### src/rtl/core/pem_pkg.sv
// shared constants and types for the pulse energy meter with alarm led
// no dependencies; imported by the top level

package pem_pkg;

    // tick timing
    localparam logic [15:0] REPORT_TICKS  = 16'd60000;
    localparam logic [15:0] TICKS_MAX     = 16'hFFFF;
    localparam int          LOCK_W        = 6;
    localparam logic [LOCK_W-1:0] LOCKOUT_TICKS = 6'd50;

    // counter widths and limits
    localparam int          INTV_W        = 16;
    localparam logic [INTV_W-1:0] INTV_MAX = 16'hFFFF;
    localparam int          TOTAL_W       = 32;
    localparam int          FLASH_W       = 10;
    localparam logic [FLASH_W-1:0] FLASH_MAX   = 10'd1023;
    localparam logic [FLASH_W-1:0] SLOW_PERIOD = 10'd1000;
    localparam logic [FLASH_W-1:0] FAST_PERIOD = 10'd200;

    // scaling: watts multiplier per interval and fixed point divisor
    localparam int          PPK_FRAC_BITS = 8;
    localparam int          PPK_W         = 15;
    localparam logic [PPK_W-1:0] PPK_RESET = PPK_W'(1 << PPK_FRAC_BITS);
    localparam logic [PPK_W-1:0] PPK_MAX   = PPK_W'((100 << PPK_FRAC_BITS) - 1);
    localparam int          WATT_MULT_INT = 3600000 / int'(REPORT_TICKS);
    localparam int          WATT_W        = $clog2(WATT_MULT_INT + 1);
    localparam logic [WATT_W-1:0] WATT_MULT = WATT_W'(WATT_MULT_INT);
    localparam int          MUL_W         = INTV_W + WATT_W;

    // restoring divider: one quotient bit per cycle
    localparam int          NUM_W         = TOTAL_W + PPK_FRAC_BITS;
    localparam int          CNT_W         = $clog2(NUM_W);
    localparam int          READ_W        = 31;
    localparam logic [READ_W-1:0] SAT31   = {READ_W{1'b1}};

    // register map (index = paddr word)
    localparam logic REG_PPK        = 1'b0;
    localparam logic REG_ALARM_MODE = 1'b1;

    // led mode codes
    localparam logic [1:0] LED_OFF  = 2'd0;
    localparam logic [1:0] LED_ON   = 2'd1;
    localparam logic [1:0] LED_SLOW = 2'd2;
    localparam logic [1:0] LED_FAST = 2'd3;

    // stream widths
    localparam int IN_TDATA_W  = 8;
    localparam int OUT_FIELD_W = 3 + 2 * READ_W;
    localparam int OUT_TDATA_W = ((OUT_FIELD_W + 7) / 8) * 8;

    typedef enum logic [1:0] {
        ST_IDLE,
        ST_DIV,
        ST_HOLD
    } state_t;

endpackage

### src/rtl/core/pulse_energy_meter_with_alarm_led_unit.sv
// pulse energy meter with alarm led: pulse counting, periodic power and
// energy reports through a bit-serial divider, led flasher
// depends on pem_pkg
//
//  channel   dir   handshake              payload
//  s_*       in    s_tvalid / s_tready    s_tdata[0] pulse_level, [1] clear_total
//  m_*       out   m_tvalid / m_tready    m_tdata: indicator, led, report, power, energy
//  apb       in    psel,penable,pwrite    reg 0 pulses_per_kwh @0, reg 1 alarm_mode @4
//
// an ordinary tick's result goes to the output register at the edge the item
// is accepted. a report tick passes through the accept cycle, the restoring
// divider (one quotient bit per cycle over a 40 bit numerator, power and
// energy in parallel) and the hold state, which saturates and loads the
// result; a full output register stretches the hold. a new item is taken
// only in idle, while the output register is empty or being drained.
// reset is asynchronous, active low, and clears all counters and control.

module pulse_energy_meter_with_alarm_led_unit
(
    input  logic                              clk,
    input  logic                              rst_n,
    // stream in: tdata = pulse_level, clear_total, zero pad (lsb first)
    input  logic                              s_tvalid,
    output logic                              s_tready,
    input  logic [pem_pkg::IN_TDATA_W-1:0]    s_tdata,
    // stream out: tdata = pulse_indicator, alarm_led, report_valid,
    // power_reading[30:0], energy_reading[30:0], zero pad (lsb first)
    output logic                              m_tvalid,
    input  logic                              m_tready,
    output logic [pem_pkg::OUT_TDATA_W-1:0]   m_tdata,
    // configuration
    input  logic                              psel,
    input  logic                              penable,
    input  logic                              pwrite,
    input  logic [2:0]                        paddr,
    input  logic [31:0]                       pwdata,
    output logic [31:0]                       prdata,
    output logic                              pready
);
    import pem_pkg::*;

    // configuration registers
    logic [PPK_W-1:0]   ppk_reg;
    logic [1:0]         alarm_mode_reg;

    // meter state
    logic               last_level_reg,   last_level_next;
    logic [LOCK_W-1:0]  lockout_reg,      lockout_next;
    logic [INTV_W-1:0]  intv_reg,         intv_next;
    logic [TOTAL_W-1:0] total_reg,        total_next;
    logic [15:0]        ticks_reg,        ticks_next;
    logic               reported_reg,     reported_next;
    logic               led_reg,          led_next;
    logic [FLASH_W-1:0] flash_reg,        flash_next;

    // divider
    state_t             state_reg, state_next;
    logic [CNT_W-1:0]   cnt_reg,   cnt_next;
    logic [NUM_W-1:0]   pnq_reg,   pnq_next;   // power numerator, becomes quotient
    logic [NUM_W-1:0]   enq_reg,   enq_next;   // energy numerator, becomes quotient
    logic [PPK_W-1:0]   prem_reg,  prem_next;
    logic [PPK_W-1:0]   erem_reg,  erem_next;

    // output register
    logic                   m_tvalid_reg, m_tvalid_next;
    logic                   o_ind_reg,    o_ind_next;
    logic                   o_led_reg,    o_led_next;
    logic                   o_rep_reg,    o_rep_next;
    logic [READ_W-1:0]      o_pwr_reg,    o_pwr_next;
    logic [READ_W-1:0]      o_eng_reg,    o_eng_next;

    // fsm outputs
    logic               out_free;
    logic               accept;
    logic               div_run;
    logic               hold_load;

    // tick datapath
    logic               lvl_in;
    logic               clr_in;
    logic               report_now;
    logic [INTV_W-1:0]  intv_mid;
    logic [TOTAL_W-1:0] total_mid;
    logic [MUL_W-1:0]   intv_mult;
    logic [FLASH_W-1:0] flash_inc;
    logic [FLASH_W-1:0] period;

    // divider step
    logic [PPK_W:0]     ptrial, etrial;
    logic               pbit,   ebit;

    // configuration write
    logic               cfg_wr;
    logic [PPK_W-1:0]   wr_ppk;

    assign pready = 1'b1;
    assign cfg_wr = psel & penable & pwrite & pready;
    assign wr_ppk = pwdata[PPK_W-1:0];

    always_comb
    begin
        unique case (paddr[2])
            REG_PPK:        prdata = {{(32-PPK_W){1'b0}}, ppk_reg};
            REG_ALARM_MODE: prdata = {30'd0, alarm_mode_reg};
            default:        prdata = 32'd0;
        endcase
    end

    // bad divisor writes are dropped
    always_ff @(posedge clk or negedge rst_n)
    begin
        if (!rst_n)
        begin
            ppk_reg        <= PPK_RESET;
            alarm_mode_reg <= LED_OFF;
        end
        else if (cfg_wr)
        begin
            if (paddr[2] == REG_PPK)
            begin
                if (wr_ppk != '0 && wr_ppk <= PPK_MAX)
                begin
                    ppk_reg <= wr_ppk;
                end
            end
            else
            begin
                alarm_mode_reg <= pwdata[1:0];
            end
        end
    end

    // ---------------------------------------------------------------
    // control fsm
    // ---------------------------------------------------------------
    assign out_free = !m_tvalid_reg || m_tready;
    assign accept   = s_tvalid && s_tready;

    always_comb
    begin
        state_next = state_reg;
        unique case (state_reg)
            ST_IDLE:
            begin
                if (accept && report_now)
                begin
                    state_next = ST_DIV;
                end
            end
            ST_DIV:
            begin
                if (cnt_reg == CNT_W'(NUM_W - 1))
                begin
                    state_next = ST_HOLD;
                end
            end
            ST_HOLD:
            begin
                if (out_free)
                begin
                    state_next = ST_IDLE;
                end
            end
            default: state_next = ST_IDLE;
        endcase
    end

    always_comb
    begin
        s_tready  = 1'b0;
        div_run   = 1'b0;
        hold_load = 1'b0;
        unique case (state_reg)
            ST_IDLE: s_tready  = out_free;
            ST_DIV:  div_run   = 1'b1;
            ST_HOLD: hold_load = out_free;
            default: s_tready  = 1'b0;
        endcase
    end

    // ---------------------------------------------------------------
    // per tick update: clear, pulse edge with lockout, report, led
    // ---------------------------------------------------------------
    assign lvl_in = s_tdata[0];
    assign clr_in = s_tdata[1];

    always_comb
    begin
        last_level_next = last_level_reg;
        lockout_next    = lockout_reg;
        intv_next       = intv_reg;
        total_next      = total_reg;
        ticks_next      = ticks_reg;
        reported_next   = reported_reg;
        led_next        = led_reg;
        flash_next      = flash_reg;
        intv_mid        = intv_reg;
        total_mid       = clr_in ? '0 : total_reg;
        report_now      = 1'b0;
        flash_inc       = (flash_reg < FLASH_MAX) ? flash_reg + 1'b1 : flash_reg;
        period          = (alarm_mode_reg == LED_SLOW) ? SLOW_PERIOD : FAST_PERIOD;

        // falling edge counts once, then the line is ignored for the lockout
        if (lockout_reg != '0)
        begin
            lockout_next = lockout_reg - 1'b1;
        end
        else if (!lvl_in && last_level_reg)
        begin
            if (intv_reg < INTV_MAX)
            begin
                intv_mid = intv_reg + 1'b1;
            end
            total_mid       = total_mid + 1'b1;
            last_level_next = 1'b0;
            lockout_next    = LOCKOUT_TICKS;
        end
        else if (lvl_in)
        begin
            last_level_next = 1'b1;
        end

        if (reported_reg && ticks_reg < TICKS_MAX)
        begin
            ticks_next = ticks_reg + 1'b1;
        end
        intv_next  = intv_mid;
        total_next = total_mid;
        // first tick always reports
        if (!reported_reg || ticks_next >= REPORT_TICKS)
        begin
            report_now    = 1'b1;
            intv_next     = '0;
            ticks_next    = '0;
            reported_next = 1'b1;
        end

        // a forced level restarts the flash timer only when it changes
        case (alarm_mode_reg) inside
            LED_OFF:
            begin
                if (led_reg)
                begin
                    led_next   = 1'b0;
                    flash_next = '0;
                end
                else
                begin
                    flash_next = flash_inc;
                end
            end
            LED_ON:
            begin
                if (!led_reg)
                begin
                    led_next   = 1'b1;
                    flash_next = '0;
                end
                else
                begin
                    flash_next = flash_inc;
                end
            end
            LED_SLOW, LED_FAST:
            begin
                if (flash_inc >= period)
                begin
                    led_next   = !led_reg;
                    flash_next = '0;
                end
                else
                begin
                    flash_next = flash_inc;
                end
            end
            default: flash_next = flash_inc;
        endcase
    end

    assign intv_mult = MUL_W'(intv_mid * WATT_MULT);

    always_ff @(posedge clk or negedge rst_n)
    begin
        if (!rst_n)
        begin
            last_level_reg <= 1'b1;
            lockout_reg    <= '0;
            intv_reg       <= '0;
            total_reg      <= '0;
            ticks_reg      <= '0;
            reported_reg   <= 1'b0;
            led_reg        <= 1'b0;
            flash_reg      <= '0;
        end
        else if (accept)
        begin
            last_level_reg <= last_level_next;
            lockout_reg    <= lockout_next;
            intv_reg       <= intv_next;
            total_reg      <= total_next;
            ticks_reg      <= ticks_next;
            reported_reg   <= reported_next;
            led_reg        <= led_next;
            flash_reg      <= flash_next;
        end
    end

    // ---------------------------------------------------------------
    // restoring divider, one bit per cycle; the numerator register shifts
    // left and takes the quotient bit in at the bottom
    // ---------------------------------------------------------------
    assign ptrial = {prem_reg, pnq_reg[NUM_W-1]};
    assign etrial = {erem_reg, enq_reg[NUM_W-1]};
    assign pbit   = ptrial >= {1'b0, ppk_reg};
    assign ebit   = etrial >= {1'b0, ppk_reg};

    always_comb
    begin
        cnt_next  = cnt_reg;
        pnq_next  = pnq_reg;
        enq_next  = enq_reg;
        prem_next = prem_reg;
        erem_next = erem_reg;
        if (accept && report_now)
        begin
            cnt_next  = '0;
            pnq_next  = NUM_W'(intv_mult) << PPK_FRAC_BITS;
            enq_next  = NUM_W'(total_mid) << PPK_FRAC_BITS;
            prem_next = '0;
            erem_next = '0;
        end
        else if (div_run)
        begin
            cnt_next  = cnt_reg + 1'b1;
            pnq_next  = {pnq_reg[NUM_W-2:0], pbit};
            enq_next  = {enq_reg[NUM_W-2:0], ebit};
            prem_next = pbit ? PPK_W'(ptrial - {1'b0, ppk_reg}) : ptrial[PPK_W-1:0];
            erem_next = ebit ? PPK_W'(etrial - {1'b0, ppk_reg}) : etrial[PPK_W-1:0];
        end
    end

    always_ff @(posedge clk or negedge rst_n)
    begin
        if (!rst_n)
        begin
            state_reg <= ST_IDLE;
            cnt_reg   <= '0;
        end
        else
        begin
            state_reg <= state_next;
            cnt_reg   <= cnt_next;
        end
    end

    always_ff @(posedge clk)
    begin
        pnq_reg  <= pnq_next;
        enq_reg  <= enq_next;
        prem_reg <= prem_next;
        erem_reg <= erem_next;
    end

    // ---------------------------------------------------------------
    // output register
    // ---------------------------------------------------------------
    always_comb
    begin
        m_tvalid_next = m_tvalid_reg && !m_tready;
        o_ind_next    = o_ind_reg;
        o_led_next    = o_led_reg;
        o_rep_next    = o_rep_reg;
        o_pwr_next    = o_pwr_reg;
        o_eng_next    = o_eng_reg;
        if (accept && !report_now)
        begin
            m_tvalid_next = 1'b1;
            o_ind_next    = last_level_next;
            o_led_next    = led_next;
            o_rep_next    = 1'b0;
            o_pwr_next    = '0;
            o_eng_next    = '0;
        end
        else if (hold_load)
        begin
            // meter state already holds this tick's levels
            m_tvalid_next = 1'b1;
            o_ind_next    = last_level_reg;
            o_led_next    = led_reg;
            o_rep_next    = 1'b1;
            o_pwr_next    = (pnq_reg[NUM_W-1:READ_W] != '0) ? SAT31 : pnq_reg[READ_W-1:0];
            o_eng_next    = (enq_reg[NUM_W-1:READ_W] != '0) ? SAT31 : enq_reg[READ_W-1:0];
        end
    end

    always_ff @(posedge clk or negedge rst_n)
    begin
        if (!rst_n)
        begin
            m_tvalid_reg <= 1'b0;
        end
        else
        begin
            m_tvalid_reg <= m_tvalid_next;
        end
    end

    always_ff @(posedge clk)
    begin
        o_ind_reg <= o_ind_next;
        o_led_reg <= o_led_next;
        o_rep_reg <= o_rep_next;
        o_pwr_reg <= o_pwr_next;
        o_eng_reg <= o_eng_next;
    end

    assign m_tvalid = m_tvalid_reg;
    assign m_tdata  = {{(OUT_TDATA_W-OUT_FIELD_W){1'b0}},
                       o_eng_reg, o_pwr_reg, o_rep_reg, o_led_reg, o_ind_reg};

    // ---------------------------------------------------------------
    // assertions
    // ---------------------------------------------------------------
    a_ppk_nonzero: assert property (@(posedge clk) disable iff (!rst_n)
        ppk_reg != '0 && ppk_reg <= PPK_MAX)
        else $error("divisor register out of range");

    a_report_starts_div: assert property (@(posedge clk) disable iff (!rst_n)
        accept && report_now |=> state_reg == ST_DIV && cnt_reg == '0)
        else $error("report tick did not start the divider");

    a_div_len: assert property (@(posedge clk) disable iff (!rst_n)
        state_reg == ST_DIV |-> cnt_reg <= CNT_W'(NUM_W - 1))
        else $error("divider ran past its bit count");

    a_no_accept_busy: assert property (@(posedge clk) disable iff (!rst_n)
        state_reg != ST_IDLE |-> !s_tready)
        else $error("item taken while a report is in progress");

    a_quiet_readings: assert property (@(posedge clk) disable iff (!rst_n)
        m_tvalid_reg && !o_rep_reg |-> o_pwr_reg == '0 && o_eng_reg == '0)
        else $error("readings present without a report");

endmodule
### config.mk
export PLATFORM = sky130hd
export DESIGN_NAME = pulse_energy_meter_with_alarm_led_unit
export DESIGN_NICKNAME = d
export VERILOG_FILES = /design/src/rtl/core/pem_pkg.sv /design/src/rtl/core/pulse_energy_meter_with_alarm_led_unit.sv
export SDC_FILE = /design/constraint.sdc
export NUM_CORES = 1
export LEC_CHECK = 0
export ABC_CLOCK_PERIOD_IN_PS = 5600
export BUFFER_PORTS_ARGS = -buffer_cell sky130_fd_sc_hd__clkbuf_2
export CAP_MARGIN = 25
export CORE_ASPECT_RATIO = 1.75
export CORE_MARGIN = 2
export CORE_UTILIZATION = 31
export DETAILED_ROUTE_END_ITERATION = 10
export PLACE_DENSITY = 0.49
export SETUP_SLACK_MARGIN = 0.4
export SLEW_MARGIN = 0
export SYNTH_ARGS = -nofsm -noshare
export SYNTH_HDL_FRONTEND = slang
export SYNTH_SLANG_ARGS = --single-unit
### constraint.sdc
create_clock -name clk -period 5.6 [get_ports clk]
set_input_delay 0.84 -clock clk [delete_from_list [all_inputs] [get_ports clk]]
set_output_delay 0.84 -clock clk [all_outputs]
set_load 0.005 [all_outputs]
==> results_dict.tcl <==
set metrics [dict create \
    status "complete, no violations" \
    ff2ff_path_depth 20 \
    crit_type "reg2reg" \
    worst_slew_pin_slew_ns 0.905 \
    grt_max_degree 67 \
    synth-main-ff-cell "dfxtp_1" \
    crit_path_cell_trace "inv_2 > ha_4 > nor4b_4 > and3_4 > o31a_1 > buf_6 > nand2_8 > xor2_4 > inv_2 > fa_2 > fa_1 > fa_2 > a211oi_2 > o211ai_1 > nand2_1 > o211ai_1 > o41ai_2 > o2111ai_1 > xor2_1 > a22o_1" \
    relSlewSlack 0.397 \
    finalClockSkew_ns 0.0339 \
    startpoint_type "flip-flop" \
    p_leak_nw 8.04 \
    min_path_type "in2async" \
    min_period_ns 5.16 \
    cts_buffers 29 \
    wl_met3_um 1260 \
    fin_ws_ns 0.440 \
    synthesis.instances 1814 \
    power.switching_mw 3.11 \
    routedWlPerCell_um 17.6 \
    synthAdderAreaFrac 0.0768 \
    cts_hold_buf 0 \
    gp_congestion 0.871 \
    worst_ir_drop_vdd_mv 0.206 \
    muxShareOfSynthArea 0.0334 \
    clock-root-buffer "clkbuf_16" \
    synth-compound-area-share 0.179 \
    met1_length_um 17400 \
    grt_use_total 0.167 \
    max_stage_delay_ns 0.60 \
    vias_per_cell 5.23 \
    grt_pass1_wl_um 73500 \
    synth_seq_cells 284 \
    grt_antenna_before_repair 1 \
    synthDistinctLibCells 90 \
    pwr-share-clk 0.244 \
    fin_area_sq_um 19100 \
    fp.dieH_um 309 \
    finalSetupTns_ns 0 \
    final_common_cell "nand2_1" \
    first_pass_iters 5 \
    cp_max_fo 4 \
    comb_power_share 0.387 \
    yosys.area_share.xor_xnor 0.0544 \
    routed-wl-met2_um 25600 \
    period_share 0.922 \
    diodes 0 \
    synth_top_family_by_area "simple AND/OR/NAND/NOR gates" \
    p_seq_frac 0.369 \
    drive_gt1_frac 0.165 \
    place_ws_ns 0.120 \
    critPathArrivalTime_ns 5.47 \
    powerDensity_nw_per_um2 425 \
    fmaxAchievable_mhz 194 \
    num_rows 111 \
    htreeDepth 1 \
    crit_buf_inv 3 \
    crit_slowest_cell "fa_2" \
    drt_iter0_drc 671 \
    async_flop_share 0.384 \
    n_fill_cell 5352 \
    rsz0062_at_grt "yes" \
    clk_latency_ns 0.58 \
    postSynthAreaPerCell_sq_um 9.09 \
    drcViolationCount 0 \
    reg2reg_from "lockout_reg[1]" \
    start_util 0.314 \
    clk_pin_slew_ns 0.06 \
    grt-ovfl-total 0 \
    ys_seq_area_frac 0.411 \
    vias 13736 \
    core_area_sq_um 52500 \
    cts_tree "yes" \
    syn_to_final_growth_pct 15.7 \
    antenna_left 0 \
    final_max_slew_viol_count 0 \
    p_int_mw 4.99 \
    cts.sinks 284 \
    grt_pass1_vias 13766 \
    fp.dieW_um 178 \
    synth_area_sq_um 16500 \
    place_area_sq_um 17900 \
    synth_edf_count 54 \
    routed_wl_um 46100 \
    die-area_sq_um 55100 \
    max_cap_violations 0 \
    ioPinCount 157 \
    final_cell_mix "nand2_1, nor2_1, dfxtp_1" \
    yosysWarningCount 0 \
    dp_hpwl_um 33500 \
    swShare 0.384 \
    r2r-end "pnq_reg[28]" \
    cp_top_family "adder cells" \
    clockBufferDepth 3 \
    setup_viol_count_final 0 \
    cp.required_ns 5.91 \
    fin_util 0.363 \
    synth-simple-area-share 0.187 \
    reg2reg_slack_ns 0.44 \
    top_layer "met5" \
    hold_viol_final 0 \
    fin_nets 2059 \
    port_buffers 106 \
    cp-end-kind "flip-flop" \
]
==> area by class of cell <==
type / instances / area (sq um) / area share
multi-input cells: 1344 / 9060 / 0.475
flip-flops and latches: 284 / 6770 / 0.355
repair buffers: 179 / 1100 / 0.0579
clock buffers: 35 / 831 / 0.0436
well taps: 678 / 848 / 0.0445
clock inverters: 19 / 134 / 0.00702
inverters: 85 / 319 / 0.0167
==> worst max path at each step <==
stage / start / cells after the start / end
2_1_floorplan: s_tdata[0] / 22 / pnq_reg[29]
3_3_place_gp: s_tdata[0] / 18 / pnq_reg[29]
3_5_place_dp: s_tdata[0] / 18 / pnq_reg[29]
4_1_cts: lockout_reg[1] / 22 / pnq_reg[29]
5_1_grt: lockout_reg[1] / 20 / pnq_reg[28]
6_report: lockout_reg[1] / 20 / pnq_reg[28]
==> cells in the mapped netlist (7+ instances only) <==
cell type    n  share of area
a211oi_1     8         0.0036
a21o_1      12         0.0055
a21oi_1     96          0.029
a22o_1      52          0.028
a31oi_1      8         0.0030
and3_1      22         0.0084
and4_1       7         0.0037
buf_2       25         0.0076
buf_4       32          0.015
clkbuf_1    62          0.014
dfrtp_1    107           0.16
dfxtp_1    121           0.15
edfxtp_1    54          0.098
fa_1        20          0.024
ha_1        66          0.050
inv_1       85          0.019
mux2_2      24          0.016
mux2i_1     28          0.017
nand2_1    205          0.047
nand2b_1    18         0.0068
nand3_1     62          0.019
nand4_1     34          0.013
nor2_1     170          0.039
nor2b_1     26         0.0099
nor3_1      40          0.012
nor4_1      10         0.0038
o211ai_1     9         0.0041
o21a_1       9         0.0041
o21ai_0     77          0.023
o22ai_1     65          0.025
o2bb2ai_1   16         0.0085
o31ai_1     19         0.0087
o41ai_1      8         0.0043
or2_2       10         0.0038
or3_1        7         0.0027
xnor2_1     59          0.031
xor2_1      36          0.019
==> cell families after synthesis <==
kind of cell	after synthesis
DFF	284
other	2
xor gates and xnor gates	99
AOI/OAI and AO/OA	434
and+or+nand+nor	644
buffers and inverters	209
muxes	52
adders and majority gates	90
==> stage by stage <==
stage | total power [mW] | std cells | hold WS, ns
final | 8.10 | 2624 | 0.387
after floorplan | 5.21 | 1837 | 0.442
after detailed placement | 6.14 | 2555 | 0.458
after CTS | 8.16 | 2611 | 0.406
after global placement | 6.06 | 2554 | 0.451
after global routing | 8.66 | 2624 | 0.467
==> power by group through the flow <==
stage / Clock [mW] / Combinational, mW / Sequential (mW)
after global placement: 0 / 3.04 / 3.02
after global routing: 2.12 / 3.50 / 3.05
final: 1.98 / 3.13 / 2.99
after CTS: 2.05 / 3.12 / 2.99
after floorplan: 0 / 2.33 / 2.88
after detailed placement: 0 / 3.11 / 3.03
==> per-layer routing <==
metal  track usage  vias to the layer above
met4        0.0662                        2
met1         0.176                     6780
met2         0.330                      214
met3        0.0165                       79
li1              -                     6661
met5             0                        -
==> repair_timing <==
action / 4_1_cts / 5_1_grt
gates resized for setup: 3 / 23
buffers inserted: 2 / 12
setup endpoints to repair: 5 / 6
pin swaps: 0 / 17
Power figures use the tool's default switching activity.
